<file path="src/rtl/core/pkht_pkg.sv">
`timescale 1ns / 1ps
// ----------------------------------------------------------------------------
// pkht_pkg
// Shared types and constants for the pointer-keyed hash table: slot geometry,
// hash constants, command and status codes, beat structs and state encodings.
// ----------------------------------------------------------------------------
package pkht_pkg;

    // Table geometry (CAPACITY is a power of two)
    localparam int CAPACITY = 16384;
    localparam int HALF_CAP = CAPACITY / 2;
    localparam int SLOT_W   = $clog2(CAPACITY);
    localparam int COUNT_W  = $clog2(HALF_CAP + 1);

    // Hash constants
    localparam logic [63:0] GOLDEN_MUL = 64'h9E3779B97F4A7C15;
    localparam int          SHIFT_A    = 17;
    localparam int          SHIFT_B    = 29;

    typedef enum logic {
        CMD_LOOKUP = 1'b0,
        CMD_INSERT = 1'b1
    } cmd_t;

    typedef enum logic [1:0] {
        STATUS_OK       = 2'd0,
        STATUS_FULL     = 2'd1,
        STATUS_ZERO_KEY = 2'd2
    } status_t;

    // Request beat
    typedef struct packed {
        cmd_t        cmd;
        logic [63:0] key;
        logic [31:0] value;
    } req_t;

    // Result beat
    typedef struct packed {
        logic        found;
        logic [31:0] result_value;
        status_t     status;
    } rsp_t;

    // Slot store write port
    typedef struct packed {
        logic              key_we;
        logic              val_we;
        logic [SLOT_W-1:0] addr;
        logic [63:0]       key;
        logic [31:0]       value;
    } mem_wr_t;

    // Slot store read port
    typedef struct packed {
        logic              en;
        logic [SLOT_W-1:0] addr;
    } mem_rd_t;

    // Hash unit phases
    typedef enum logic [2:0] {
        HP_IDLE,
        HP_LL,
        HP_HL,
        HP_LH,
        HP_OUT
    } hash_phase_t;

    // Top-level control states
    typedef enum logic [1:0] {
        ST_CLEAR,
        ST_IDLE,
        ST_HASH,
        ST_PROBE
    } state_t;

endpackage

</file>
<file path="src/rtl/core/pkht_hash.sv">
`timescale 1ns / 1ps
// ----------------------------------------------------------------------------
// pkht_hash
// Multi-cycle home-slot hash: xor-shift, 64-bit wrapping multiply built from
// three 32x32 partial products on one shared multiplier, xor-shift, mask.
// ----------------------------------------------------------------------------
module pkht_hash
(
    input  logic                       clk,
    input  logic                       rst_n,
    input  logic                       start,
    input  logic [63:0]                key,
    output logic                       done,
    output logic [pkht_pkg::SLOT_W-1:0] slot
);

    pkht_pkg::hash_phase_t phase_reg;
    pkht_pkg::hash_phase_t phase_next;

    logic [63:0] x_reg;
    logic [63:0] acc_reg;
    logic [63:0] acc_next;
    logic [31:0] mul_a;
    logic [31:0] mul_b;
    logic [63:0] product;
    logic [63:0] mixed;

    // Advance through the partial-product phases
    always_comb
    begin
        phase_next = phase_reg;
        case (phase_reg)
            pkht_pkg::HP_IDLE: if (start) phase_next = pkht_pkg::HP_LL;
            pkht_pkg::HP_LL:   phase_next = pkht_pkg::HP_HL;
            pkht_pkg::HP_HL:   phase_next = pkht_pkg::HP_LH;
            pkht_pkg::HP_LH:   phase_next = pkht_pkg::HP_OUT;
            pkht_pkg::HP_OUT:  phase_next = pkht_pkg::HP_IDLE;
            default:           phase_next = pkht_pkg::HP_IDLE;
        endcase
    end

    // Select multiplier operands and accumulate
    always_comb
    begin
        mul_a    = x_reg[31:0];
        mul_b    = pkht_pkg::GOLDEN_MUL[31:0];
        acc_next = acc_reg;
        done     = 1'b0;
        case (phase_reg)
            pkht_pkg::HP_LL:
            begin
                acc_next = product;
            end
            pkht_pkg::HP_HL:
            begin
                mul_a    = x_reg[63:32];
                acc_next = {acc_reg[63:32] + product[31:0], acc_reg[31:0]};
            end
            pkht_pkg::HP_LH:
            begin
                mul_b    = pkht_pkg::GOLDEN_MUL[63:32];
                acc_next = {acc_reg[63:32] + product[31:0], acc_reg[31:0]};
            end
            pkht_pkg::HP_OUT:
            begin
                done = 1'b1;
            end
            default:
            begin
                acc_next = acc_reg;
            end
        endcase
    end

    assign product = {32'd0, mul_a} * {32'd0, mul_b};
    assign mixed   = acc_reg ^ (acc_reg >> pkht_pkg::SHIFT_B);
    assign slot    = mixed[pkht_pkg::SLOT_W-1:0];

    // Phase register
    always_ff @(posedge clk or negedge rst_n)
    begin
        if (!rst_n)
        begin
            phase_reg <= pkht_pkg::HP_IDLE;
        end
        else
        begin
            phase_reg <= phase_next;
        end
    end

    // Hold the mixed key and the product accumulator
    always_ff @(posedge clk)
    begin
        if (phase_reg == pkht_pkg::HP_IDLE && start)
        begin
            x_reg <= key ^ (key >> pkht_pkg::SHIFT_A);
        end
        acc_reg <= acc_next;
    end

endmodule

</file>
<file path="config.mk">
export PLATFORM = sky130hd
export DESIGN_NAME = pkht_hash
export DESIGN_NICKNAME = d
export VERILOG_FILES = /design/src/rtl/core/pkht_pkg.sv /design/src/rtl/core/pkht_hash.sv
export SDC_FILE = /design/constraint.sdc
export NUM_CORES = 1
export LEC_CHECK = 0
export ABC_AREA = 1
export BUFFER_PORTS_ARGS = -buffer_cell sky130_fd_sc_hd__buf_2
export CORE_UTILIZATION = 40
export DETAILED_ROUTE_END_ITERATION = 6
export GPL_ROUTABILITY_DRIVEN = 0
export PLACE_DENSITY = 0.57
export SLEW_MARGIN = 10
export SYNTH_ARGS = -nofsm -noshare
export SYNTH_HDL_FRONTEND = slang
export SYNTH_SLANG_ARGS = --single-unit
</file>
<file path="constraint.sdc">
create_clock -name clk -period 10.58 [get_ports clk]
set_input_delay 2.116 -clock clk [delete_from_list [all_inputs] [get_ports clk]]
set_output_delay 2.116 -clock clk [all_outputs]
set_load 0.1 [all_outputs]
</file>
### Yosys cells after proc, flatten, opt, wreduce, memory -nomap -nowiden

Index checks and enable logic that the tools add are counted.
W data, S select, Z words.

| word-level totals | value |
|---|---|
| register bits after elaboration | 131 |
| input port bits | 67 |
| logic and storage cells | 25 |

| cells by class | value |
|---|---|
| $add $sub $neg | 1 |
| multiply operators | 1 |
| eq/ne operators | 5 |
| muxes and demuxes | 6 |
| bitwise gates (word level) | 3 |
| reductions and logical operators | 5 |

Operators by type and width:

| cell | count |
|---|---|
| $pmux W64 S2 | 1 |
| $mul A32 B32 Y64 | 1 |
| $mux W32 | 2 |
| $xor A64 B47 Y64 | 1 |
| $add A32 B32 Y32 | 1 |
| $xor A14 B14 Y14 | 1 |
| $pmux W3 S4 | 1 |
| $eq A3 B2 Y1 const B | 2 |
| $eq A3 B1 Y1 const B | 1 |
| $eq A3 B3 Y1 const B | 1 |
| $logic_not A3 Y1 | 1 |
| $mux W3 | 1 |
| $ne A2 B2 Y1 const B | 1 |
| $reduce_and A2 Y1 | 1 |
| $reduce_bool A2 Y1 | 1 |
| $reduce_or A2 Y1 | 1 |
| $logic_and A1 B1 Y1 | 1 |
| $mux W1 | 1 |
| $not A1 Y1 | 1 |

### Logic depth before layout (Yosys ltp)

Gate-level depths: netlist of run 1.

| logic depth | value |
|---|---|
| depth in word-level cells | 5 |
| depth in mapped cells | 42 |
| gate-level depth less buffers | 39 |

### Worst setup path after synthesis of run 1

Ideal clock, no wire load.

| path | value |
|---|---|
| kind | register to register |
| from | register phase_reg[2] |
| to | register acc_reg[38], data pin |
| setup time | 256 ps |
| arrival | 7410 ps |
| slack | 2914 ps |
| stages on the path, launching flop included | 36 |
| buffers on the path | 2 |
| period minus slack after synthesis | 7666 ps |
| path through | dfrtp_1 > nor2_4 > nand2_2 > buf_6 > buf_6 > o21ai_2 > inv_2 > nor2_1 > inv_1 > o21ai_0 > inv_1 > ha_1 > o21bai_1 > ha_1 > fa_1 > inv_1 > fa_1 > inv_1 > fa_1 > fa_1 > fa_1 > inv_1 > fa_1 > inv_1 > ha_1 > nand2_1 > inv_1 > a21oi_1 > o21a_1 > nor2_1 > nor2_1 > nand2_1 > a21o_1 > or2_2 > nand3_1 > nand2_1 |

| on the way | value |
|---|---|
| word-level cells in the longest chain between the ends | 5 |
| elaborated cells on any way between the ends | 9 |

Ends and longest elaborated chain:

| what | RTL line | text |
|---|---|---|
| start: declaration | pkht_hash.sv:17 | `pkht_pkg::hash_phase_t phase_reg;` |
| start signal: assignment | pkht_hash.sv:84 | `phase_reg <= pkht_pkg::HP_IDLE;` |
| start signal: assignment | pkht_hash.sv:88 | `phase_reg <= phase_next;` |
| $eq A3 B2 Y1 | pkht_hash.sv:49 | `case (phase_reg)` |
| $mux W32 | pkht_hash.sv:49 |  |
| $mul A32 B32 Y64 | pkht_hash.sv:75 | `assign product = {32'd0, mul_a} * {32'd0, mul_b};` |
| $add A32 B32 Y32 | pkht_hash.sv:57, pkht_hash.sv:62 |  |
| $pmux W64 S2 * | pkht_hash.sv:49 |  |
| net acc_next[38] | pkht_hash.sv:22 | `logic [63:0] acc_next;` |
| end signal: assignment | pkht_hash.sv:99 | `acc_reg <= acc_next;` |
| end: declaration | pkht_hash.sv:21 | `logic [63:0] acc_reg;` |

The timed path passes the listed nets; every way through them passes the cells marked *. The select of a mux whose other input is x is not followed.
A chain may end at the register's enable or synchronous reset.

### Final worst setup path of run 1

| path | value |
|---|---|
| from | register phase_reg[1] |
| to | register acc_reg[29], data pin |

| on the way | value |
|---|---|
| word-level cells in the longest chain between the ends | 4 |
| elaborated cells on any way between the ends | 6 |

Ends and longest elaborated chain:

| what | RTL line |
|---|---|
| $eq A3 B2 Y1 | pkht_hash.sv:49 |
| $mux W32 | pkht_hash.sv:49 |
| $mul A32 B32 Y64 * | pkht_hash.sv:75 |
| $pmux W64 S2 * | pkht_hash.sv:49 |
| net acc_next[29] | pkht_hash.sv:22 |

Marks and branches as above.

==> results summary, run 1 <==
The flow ran to the end, but the final reports show violations. The checks that failed: DRC. Of the total synthesized cell area, the portion taken by AND, OR, NAND and NOR gates is 0.110. The number of DRC violations after detailed-routing iteration 0 is ~1400. Gates resized during post-CTS repair numbered 0. The portion of netlist area occupied by mux cells came out at 0. The critical path required time came out at between 10 and 15 ns.

The main combinational cell family by area after synthesis is adder cells. The sequential-to-total area share from yosys stat came out at 0.119. After detailed placement, the total cell area comes to roughly 0.025 mm^2. The number of failing hold endpoints at the final stage is 0. On the critical path, the stage with the largest delay is an instance of xnor2_1. The classification of the worst setup path is reg -> reg.

Setup repair after global routing left no endpoint under its margin. Row generation in the floorplan step produced 89 rows. The core area came out at between 0.05 and 0.06 mm^2. Across all layers, the routed design uses 17700 vias. The die is approximately 250 um wide. 0 antenna diodes ended up in the layout. The startpoint identified for the worst hold timing path is phase_reg[2]. Clock skew on the completed layout was measured at 0.00935 ns. The buffers inserted during post-CTS setup optimization is 0. Counting distinct cell types in the post-synthesis netlist gives just under 50. The cell family contributing the most delay on the critical path is adder cells. The launch point of the worst reg-to-reg path is phase_reg[1]. The final number of max-transition violations is 0. Entering global routing, the biggest net connects 45 pins. The number of global-route vias before repair came out at 19000. For this run, the top clock speed supported by timing is 109 MHz.

CTS built an H-tree with a depth of 3. Summed over all failing endpoints, the final setup total negative slack is 0 ns. The logic depth of the worst register-to-register path is 35.

STA classifies the critical path startpoint as a register. The critical-path maximum fanout is 15. Setup violations remaining at the end of the flow were counted as 0. Global routing finished with a remaining overflow of 0. The number of maximum-capacitance constraint violations came out at 0. The clock period minus final worst setup slack came out at between 9 and 10 ns. After clock tree synthesis, the clock-pin slew on the worst setup and hold paths is 0.07 ns. Of the total synthesized cell area, the portion taken by XOR and XNOR cells is 0.0433. The initial antenna violation count is 0.

The endpoint kind of the worst setup timing path is a register. The final hold slack is around 0.67 ns. At the end of the flow, the number of nets in the layout was approximately 3600. The routed length per placed instance is slightly above 20 um. TritonCTS built the clock tree.

The minimum setup slack among reg-to-reg paths is about 1.4 ns. The worst register-to-register path ends at acc_reg[29]. The fraction of the cycle the final worst path needs is 0.869.

The share of async-settable or async-resettable flops after synthesis is 0.0316. The stage delay of the slowest cell on the critical path is about 0.58 ns. The post-synthesis area per instance came out at between 8 and 9 um^2. The complex-gate fraction of the synthesized area is 0.0563.

In the synthesized netlist the dominant register cell turns out to be edfxtp_1. The total clock sinks came out at 95. Of the total synthesized cell area, the portion taken by full adders, half adders and majority gates is 0.531.

The total iterations of the first detailed-routing run is 7. The worst path buffer plus inverter count came out at 8. The number of stages on the worst hold path is 1. The worst slack after detailed placement is around 1.6 ns. The number of hold-repair buffers added at the cts stage is 0. The TritonCTS buffer count is 9. The area growth from synthesis to layout is 6.74%. The total die area came out at between 0.06 and 0.07 mm^2. Of the cells placed in the final design, the portion with a size suffix greater than 1 is 0.0602. The clock passes through at most 2 buffers. The source-to-sink clock delay at the later pin of the worst-skew pair is about 0.35 ns. The min-delay analysis places its worst path in the category reg -> reg.

The number of flip-flops in the largest register came out at 64. The post-synthesis cell count came out at between 2000 and 3000. The initial core utilization is 0.404. The library cell used most frequently in the layout, excluding fill and tap cells, is inv_1. The vias per cell is 5.00. In this run the tool buffered the top-level ports with 81 buffer cells. The number of synthesized flops with an enable pin came out at 92. In the post-route analysis, the smallest setup slack over all paths is around 1.4 ns. The cell area after layout is ~0.025 mm^2. The number of warning messages in the yosys log is 0.

For hold timing, the worst endpoint is phase_reg[1]. The worst path arrival time came out at about 9.3 ns. The slew of the pin with the lowest slew margin is about 1.2 ns.

The first global-routing pass estimated 113000 um of wire. The cell sitting at the root of the clock tree is a clkbuf_16. 82 I/O pins were placed. The total wire length is 72500 um. The detail route stage leaves a number of antenna-violating nets equal to 0. The count of unresolved DRC violations after routing came out at 1.

The total of flip-flops plus latches after synthesis came out at 95. The die boundary height is between 200 and 250 um. The estimated wirelength of the detail-placed design came out at between 60000 and 70000 um. The worst relative slew slack came out at 0.225.

The cell area after synthesis came out at 0.0238 mm^2. Leaving out fill and tap cells, the most frequent cells in the layout are inv_1, fa_1, nand2_1, ha_1, nor2_1. The overall fraction of global-route tracks in use came out at 0.252.
[metrics by stage]
step,util,cells
after floorplan,-,2717
after global placement,0.427,3530
after detailed placement,0.427,3530
after CTS,0.432,3546
after global routing,0.432,3546
final,0.432,3546
[metal layers]
layer | GRT usage | part of all wire | vias up
li1 | - | - | 8111
met1 | 0.340 | 0.42 | 8701
met2 | 0.407 | 0.46 | 754
met3 | 0.0326 | 0.072 | 161
met4 | 0.110 | 0.050 | 0
met5 | 0 | 0 | -
[Yosys cell counts (3+ instances only)]
cell type	number	share of area
inv_1	806	0.13
fa_1	442	0.37
nand2_1	341	0.054
ha_1	303	0.16
nor2_1	175	0.028
xor2_1	99	0.036
edfxtp_1	92	0.12
o21ai_0	85	0.018
a21oi_1	77	0.016
nand3_1	59	0.012
clkbuf_1	33	0.0052
xnor2_1	15	0.0055
o21bai_1	13	0.0041
or2_2	13	0.0034
a21o_1	12	0.0038
buf_2	10	0.0021
inv_2	10	0.0016
a31oi_1	9	0.0024
nor3_1	9	0.0019
nand2_2	8	0.0021
nand4_1	7	0.0018
o21ai_2	7	0.0026
buf_6	6	0.0028
o21ai_1	6	0.0013
o21ai_4	5	0.0034
nand3b_1	4	0.0013
nor2_4	4	0.0019
a211oi_1	3	0.00095
buf_4	3	0.00095
dfrtp_1	3	0.0032
nor2_2	3	0.00079
nor4_1	3	0.00079
o31ai_1	3	0.00095
[layout make-up]
cell class | instances | area (um^2)
Clock buffer | 11 | 233
Multi-Input combinational cell | 1751 | 17800
Fill cell | 5833 | 33500
Timing Repair Buffer | 94 | 503
Clock inverter | 5 | 56.3
Inverter | 817 | 3070
Sequential cell | 95 | 2840
Tap cell | 773 | 967
[worst reg2reg max path, delay by kind of cell, from the launching register on]
kind                       cells  cell delay [ns]
adders and majority gates      9             3.36
and+or+nand+nor               12             2.32
DFF                            1             0.54
xor gates and xnor gates       2             0.75
buffers and inverters          8             0.97
AOI/OAI and AO/OA              4             1.01
[cells by family (layout without fill, tap and decap cells)]
family          count (synthesis)  count (layout)
simple gates                  631             631
flops                          95              95
xor+xnor                      116             116
other cells                     2              31
compound gates                228             228
buf+inv                       871             927
fa+ha+maj                     745             745
[how the worst max path moves through the flow]
stage	startpoint	endpoint	slack (ns)	depth (start not counted)
global placement	phase_reg[1]	acc_reg[33]	1.63	33
floorplan	phase_reg[2]	acc_reg[38]	2.91	35
finish	phase_reg[1]	acc_reg[29]	1.39	35
global route	phase_reg[2]	acc_reg[40]	0.87	30
CTS	phase_reg[2]	acc_reg[38]	1.59	33
detailed placement	phase_reg[2]	acc_reg[38]	1.62	33
Power of run 1 is not shown: default switching activity piles up to over one toggle a cycle in this logic, so the estimate is an artifact.
==> inputs of run 2 (changes only) <==
--- a/config.mk
+++ b/config.mk
@@ -11,6 +11,7 @@
 export DETAILED_ROUTE_END_ITERATION = 6
 export GPL_ROUTABILITY_DRIVEN = 0
 export PLACE_DENSITY = 0.57
+export REMOVE_ABC_BUFFERS = 1
 export SLEW_MARGIN = 10
 export SYNTH_ARGS = -nofsm -noshare
 export SYNTH_HDL_FRONTEND = slang
==> run 2 against run 1 <==
Effect of this change:
- the run now ends clean
- final cell count grew 0.11%
- critical endpoint is now acc_reg[40]
- final area is essentially flat
- utilization is essentially flat
- register-to-register slack is essentially flat
- global-route usage shrank 0.23 points
- non-clock buffer count grew 4
- highest routed layer unchanged
- wire length shrank 0.59%
- clock-buffer cell count shrank 1
- critical path type unchanged
==> results summary, run 2 (synthesis gave the netlist of run 1 again) <==
The launch point of the worst reg-to-reg path is phase_reg[0]. The net count reported at finish is 3584. The initial antenna violation count is 0. The critical-path maximum fanout is 29.

The vias per cell came out at roughly 4.9. The number of flip-flops in the largest register is 64. In the final timing run, aggregate negative setup slack is 0 ns. The number of failing hold endpoints at the final stage was 0. The startpoint kind of the worst setup timing path is a register. The library cells used most frequently in the layout, excluding fill and tap cells, are inv_1, fa_1, nand2_1, ha_1, nor2_1. The count of standard-cell rows came out at between 80 and 90.

Counting along the longest clock path gives a buffer depth of 2. The total vias in the final route is 17600. The routed length per placed instance came out at around 20 um. The final number of max-transition violations is 0. The total clock sinks came out at 95. The met3 layer usage reported by global route came out at 0.0320.

The worst relative slew slack came out at 0.358. The number of stages on the worst hold path is 1. The number of gates given a new drive strength after cts came out at 0.

Setup repair after global routing left no endpoint under its margin. The global-route track usage on met2 is 0.398. The total die area is 0.0605 mm^2. The die outline width came out at between 200 and 250 um. The number of antenna repair diodes is 0. The number of global-route vias before repair was around 19000. The number of DRC violations after detailed-routing iteration 0 came out at roughly 1300.

The total of buffers placed on input and output ports came out at between 80 and 90. The met1 usage in global routing came out at 0.341. The fraction of layout cells with a size suffix above 1 is 0.0619.

The count of unresolved DRC violations after routing is 0. The fraction of the cycle the final worst path needs came out at 0.868. The slowest stage of the critical path is the fa_1 cell. The total wire length came out at roughly 72000 um. In this run the vertical extent of the chip is approximately 250 um. The clock-pin slew on the worst setup and hold paths is 0.06 ns.

The number of H-tree branching levels came out at 3. The terminus of the critical flop-to-flop path is acc_reg[40]. For this run, the slowest stage of the critical path takes 0.58 ns. From synthesis to final layout, the design area changed by 6.79%. The clock skew after layout is 0.00785 ns. The overall fraction of global-route tracks in use came out at 0.250. The remaining number of nets flagged by the antenna check after routing came out at 0. STA puts the critical path data required time at between 10 and 15 ns.

The core area came out at slightly below 0.06 mm^2. The highest clock frequency the design can meet came out at roughly 110 MHz. In this design, the critical path's most frequently occurring cell is inv_1. The source-to-sink clock delay at the later pin of the worst-skew pair is approximately 0.36 ns. Entering global routing, the biggest net connects 65 pins.

The buffers inserted during post-CTS setup optimization came out at 0. The path with the worst hold slack has its endpoint at phase_reg[1]. In this run the most used layer during global routing was met2.

The TritonCTS buffer count is 9. Detailed placement ended at an HPWL of between 60000 and 70000 um. For this run, the detailed router's first-pass iteration total came to 5. The classification of the worst setup path is reg -> reg.

The initial core utilization is 0.404. The clock period minus final worst setup slack came out at 9.19 ns. The number of maximum-capacitance constraint violations is 0. The cell chosen for the clock root is clkbuf_16. STA classifies the critical path endpoint as a register. The setup-violating endpoint count in the final report is 0. The number of top-level pins came out at 82. The flow ran to the end, and the final reports show no timing, DRC or antenna violations. The wire length of the first global-routing pass came out at 111000 um. The logic depth of the worst register-to-register path is 35. TritonCTS built the clock tree. For the pin with the worst max-slew slack, the measured transition is approximately 0.96 ns. The library cell used most frequently in the layout, excluding fill and tap cells, is inv_1. The startpoint identified for the worst hold timing path is phase_reg[2].

In this run, post-CTS hold repair placed 0 buffers. The class of the most critical hold timing path is reg -> reg. Data arrives at the worst endpoint at 9.28 ns. The overflow left after global routing is 0. The minimum setup slack among reg-to-reg paths came out at 1.39 ns.
==> run 2: cell count changes in the layout (fill, tap and decap cells not counted), sizes merged <==
cell | previous run | this run
clkbuf | 11 | 10
buf | 94 | 98
clkinv | 3 | 5
bufinv | 1 | 0
==> run 2: final cells by class <==
cell class	instances	area, um^2
inverters	817	3070
clock buffers	10	229
fillers	5837	33500
flip-flops and latches	95	2840
clock inverters	6	43.8
multi-input cells	1751	17800
well taps	773	967
repair buffers	98	533
==> run 2: through the flow <==
stage               worst slack, ns  hold slack (ns)  instance area [um^2]  cells   util
floorplan                      2.24            0.607                 23700   2663      -
global placement               1.61            0.638                 25200   3534  0.427
CTS                            1.48            0.675                 25400   3550  0.432
detailed placement             1.54            0.664                 25200   3534  0.427
finish                         1.39            0.677                 25400   3550  0.432
global route                  0.848            0.722                 25400   3550  0.432
==> run 2: how the worst max path moves through the flow <==
| stage | to | slack [ns] | startpoint |
|---|---|---|---|
| finish | acc_reg[40] | 1.39 | phase_reg[0] |
| global route | acc_reg[40] | 0.85 | phase_reg[0] |
| CTS | acc_reg[40] | 1.48 | phase_reg[2] |
| detailed placement | acc_reg[40] | 1.54 | phase_reg[2] |
| global placement | acc_reg[40] | 1.61 | phase_reg[0] |
| floorplan | acc_reg[41] | 2.24 | phase_reg[1] |
==> run 2: critical path: cells and delay by family (launching register included) <==
family                     cells  cell delay [ns]
DFF                            1             0.51
and+or+nand+nor               10             2.15
AOI/OAI and AO/OA              6             0.91
buffers and inverters         10             1.31
adders and majority gates      9             4.02
==> run 2: layer usage <==
| metal | vias up | wire length (um) |
|---|---|---|
| met5 | - | 0 |
| met4 | 0 | 3480 |
| met3 | 138 | 4850 |
| met2 | 673 | 32900 |
| met1 | 8650 | 30900 |
| li1 | 8109 | - |
Power of run 2 is left out for the same reason.
==> inputs of run 3 (changes only) <==
--- a/config.mk
+++ b/config.mk
@@ -5,12 +5,12 @@
 export SDC_FILE = /design/constraint.sdc
 export NUM_CORES = 1
 export LEC_CHECK = 0
-export ABC_AREA = 1
+export ABC_AREA = 0
 export BUFFER_PORTS_ARGS = -buffer_cell sky130_fd_sc_hd__buf_2
 export CORE_UTILIZATION = 40
 export DETAILED_ROUTE_END_ITERATION = 6
 export GPL_ROUTABILITY_DRIVEN = 0
-export PLACE_DENSITY = 0.57
+export PLACE_DENSITY = 0.58
 export REMOVE_ABC_BUFFERS = 1
 export SLEW_MARGIN = 10
 export SYNTH_ARGS = -nofsm -noshare
==> run 3 against run 2 <==
Effect of this change:
- via count decreased by 11%
- worst setup slack lost 0.77 ns
- flip-flop and latch count did not move
- critical path depth fell by 5
- critical endpoint is now acc_reg[37]
- largest cell class unchanged
==> results summary, run 3 <==
The flow ran to the end, and the final reports show no timing, DRC or antenna violations. The initial antenna violation count was 1. For this run, the leading register cell type out of synthesis is edfxtp_1.

From bottom edge to top edge, the die measures 240 um. The sequential-to-total area share from yosys stat is 0.125. The critical path required time came out at 10.70 ns.

The total of buffers placed on input and output ports came out at between 80 and 90. The core area is 0.0555 mm^2. After synthesis, the most frequently instantiated cells are inv_1, fa_1, ha_1. The overall fraction of global-route tracks in use is 0.240. The total iterations of the first detailed-routing run is 7. In this run the cell area of the synthesized design comes to 0.0227 mm^2. The first global-routing pass estimated roughly 100000 um of wire. The total vias in the final route is between 15000 and 20000. Summing all multi-input logic gate instances after layout gives about 0.017 mm^2. The number of hold-repair buffers added at the cts stage came out at 0. The fraction of synthesized cell area taken by the top area cell type came out at 0.390. After clock tree synthesis, the clock-pin slew on the worst setup and hold paths is about 0.070 ns. The critical-path cell with the highest stage delay is mux2i_1. Across the whole layout, storage elements account for between 0.002 and 0.003 mm^2.

The number of maximum-capacitance constraint violations is 0. The routed length per placed instance is 21.3 um. In this run the critical register-to-register path is launched from phase_reg[1].

The endpoint kind of the worst setup timing path is a register. The critical path's most frequent cell is inv_1. The number of synthesized flops with an enable pin is around 90. The startpoint identified for the worst hold timing path is x_reg[1]. In this run the mean area of a mapped cell was between 10 and 15 um^2.

The post-synthesis cell count came out at between 2000 and 2500. The final total negative setup slack came out at 0 ns. The count of unresolved DRC violations after routing came out at 0. The share of async-settable or async-resettable flops after synthesis came out at 0.0316. The worst relative slew slack is 0.326.

After the first detailed-routing iteration, the DRC count stood at approximately 1100. The total die area is between 0.05 and 0.06 mm^2. The H-tree generated during clock tree synthesis spans 3 levels. For the final database, setup skew stands at 0.0182 ns. TritonCTS built the clock tree.

After detailed routing, the total wire length is between 60000 and 70000 um. The count of standard-cell rows came out at 86. In this run the deepest clock path goes through 2 buffers. The top cell types in the final layout, fill and taps aside, are inv_1, fa_1, ha_1, nor2_1, xnor2_1. TritonCTS created 9 clock buffers. Sorting the synthesized cells by area gives the leading types as fa_1, ha_1, edfxtp_1. The number of flip-flops in the largest register came out at 64. The worst hold path belongs to the class reg -> reg. Setup repair after global routing left no endpoint under its margin.

The final number of max-transition violations came to 0. The pin count of the biggest net entering global routing is 65. The clock period minus final worst setup slack is roughly 10 ns.

The initial core utilization came out at 0.408. The net count reported at finish came out at 3143. For this run the aggregate overflow at the end of global routing stands at 0. The most common cell in the synthesized netlist is inv_1.

The startpoint kind of the worst setup timing path is a register. The number of top-level pins came out at 82. The cell chosen for the clock root is clkbuf_16.

The largest single stage delay on the critical path is around 0.8 ns. The slew of the pin with the lowest slew margin is 1.01 ns. The critical path is of the reg -> reg type. The clock net in this run drives a total of 95 sinks. For this run, the top clock speed supported by timing is approximately 100 MHz. The number of fillers in the final layout came out at between 5000 and 6000. The number of failing hold endpoints at the final stage was 0. The number of antenna repair diodes is 0. The library cell used most frequently in the layout, excluding fill and tap cells, is inv_1. The cell family contributing the most delay on the critical path is adder cells. The total of flip-flops plus latches after synthesis is 95. The area added between synthesis and finish is 7.78%. After detailed routing, the number of vias per cell comes to ~5.0.

The buffers inserted during post-CTS setup optimization came out at 0. For this run, the number of Yosys warnings is 0. The number of global-route vias before repair came to between 15000 and 20000. The fraction of layout cells with a size suffix above 1 came out at 0.0741. The post-synthesis cell type with the largest combined area is fa_1.

The source-to-sink clock delay at the later pin of the worst-skew pair came out at between 0.3 and 0.4 ns. The worst setup path startpoint is phase_reg[1]. Measured along the x axis, the die boundary spans 240 um. The number of gates given a new drive strength after cts is 0.

The setup-violating endpoint count in the final report is 0. The worst path arrival time is 10.07 ns. The estimated wirelength of the detail-placed design came out at 58200 um.

The minimum setup slack among reg-to-reg paths is ~0.62 ns. The worst path buffer plus inverter count came out at 9. The synthesized netlist contains 62 unique library cells. The remaining number of nets flagged by the antenna check after routing came out at 0. The fraction of the cycle the final worst path needs is 0.941. The critical-path maximum fanout is 11.
-- run 3: cell types whose count changed after synthesis, sizes merged, moves of 28 or more --
cell,change
nand3,-51
inv,-195
mux2i,+28
nor2,-54
nand2,-276
o21ai,-32
xnor2,+95
-- run 3: stage by stage --
| step | hold slack (ns) | setup WS [ns] | std cells | instance area, um^2 | util |
|---|---|---|---|---|---|
| 4_1_cts | 0.630 | 0.740 | 3084 | 24400 | 0.440 |
| 6_report | 0.626 | 0.620 | 3084 | 24400 | 0.440 |
| 2_1_floorplan | 0.524 | 0.638 | 2208 | 22500 | - |
| 3_5_place_dp | 0.594 | 0.787 | 3068 | 24100 | 0.434 |
| 3_3_place_gp | 0.584 | 0.490 | 3068 | 24100 | 0.434 |
| 5_1_grt | 0.654 | 0.233 | 3084 | 24400 | 0.440 |
-- run 3: final cells by class --
type                       instances  share of cell area
clock inverter                     7             0.00389
timing repair buffer             112              0.0261
sequential                        95               0.116
clock buffer                       9             0.00922
inverter                         625              0.0960
tap                              748              0.0383
multi-input combinational       1488               0.710
-- run 3: per-layer routing --
layer / vias up / part of all wire / track usage
li1: 6953 / - / -
met4: 2 / 0.050 / 0.106
met5: - / 0.00011 / 0
met1: 7903 / 0.42 / 0.319
met2: 572 / 0.47 / 0.399
met3: 140 / 0.056 / 0.0228
-- run 3: final timing paths --
check,endpoint,depth (start not counted)
max,acc_reg[37],30
min,acc_reg[1],1
max reg2reg,acc_reg[37],30
min reg2reg,acc_reg[1],1
max in group asynchronous,phase_reg[2],1
min in group asynchronous,phase_reg[1],1
-- run 3: cells by family (layout without fill, tap and decap cells) --
group,Yosys count,count (layout),share of synthesized area
xor gates and xnor gates,189,189,0.0737
DFF,95,95,0.125
muxes,37,37,0.0180
AOI/OAI and AO/OA,195,195,0.0511
and+or+nand+nor,290,290,0.0577
other,2,31,0.000331
adders and majority gates,746,746,0.558
buffers and inverters,685,753,0.116
Power of run 3 is left out for the same reason.
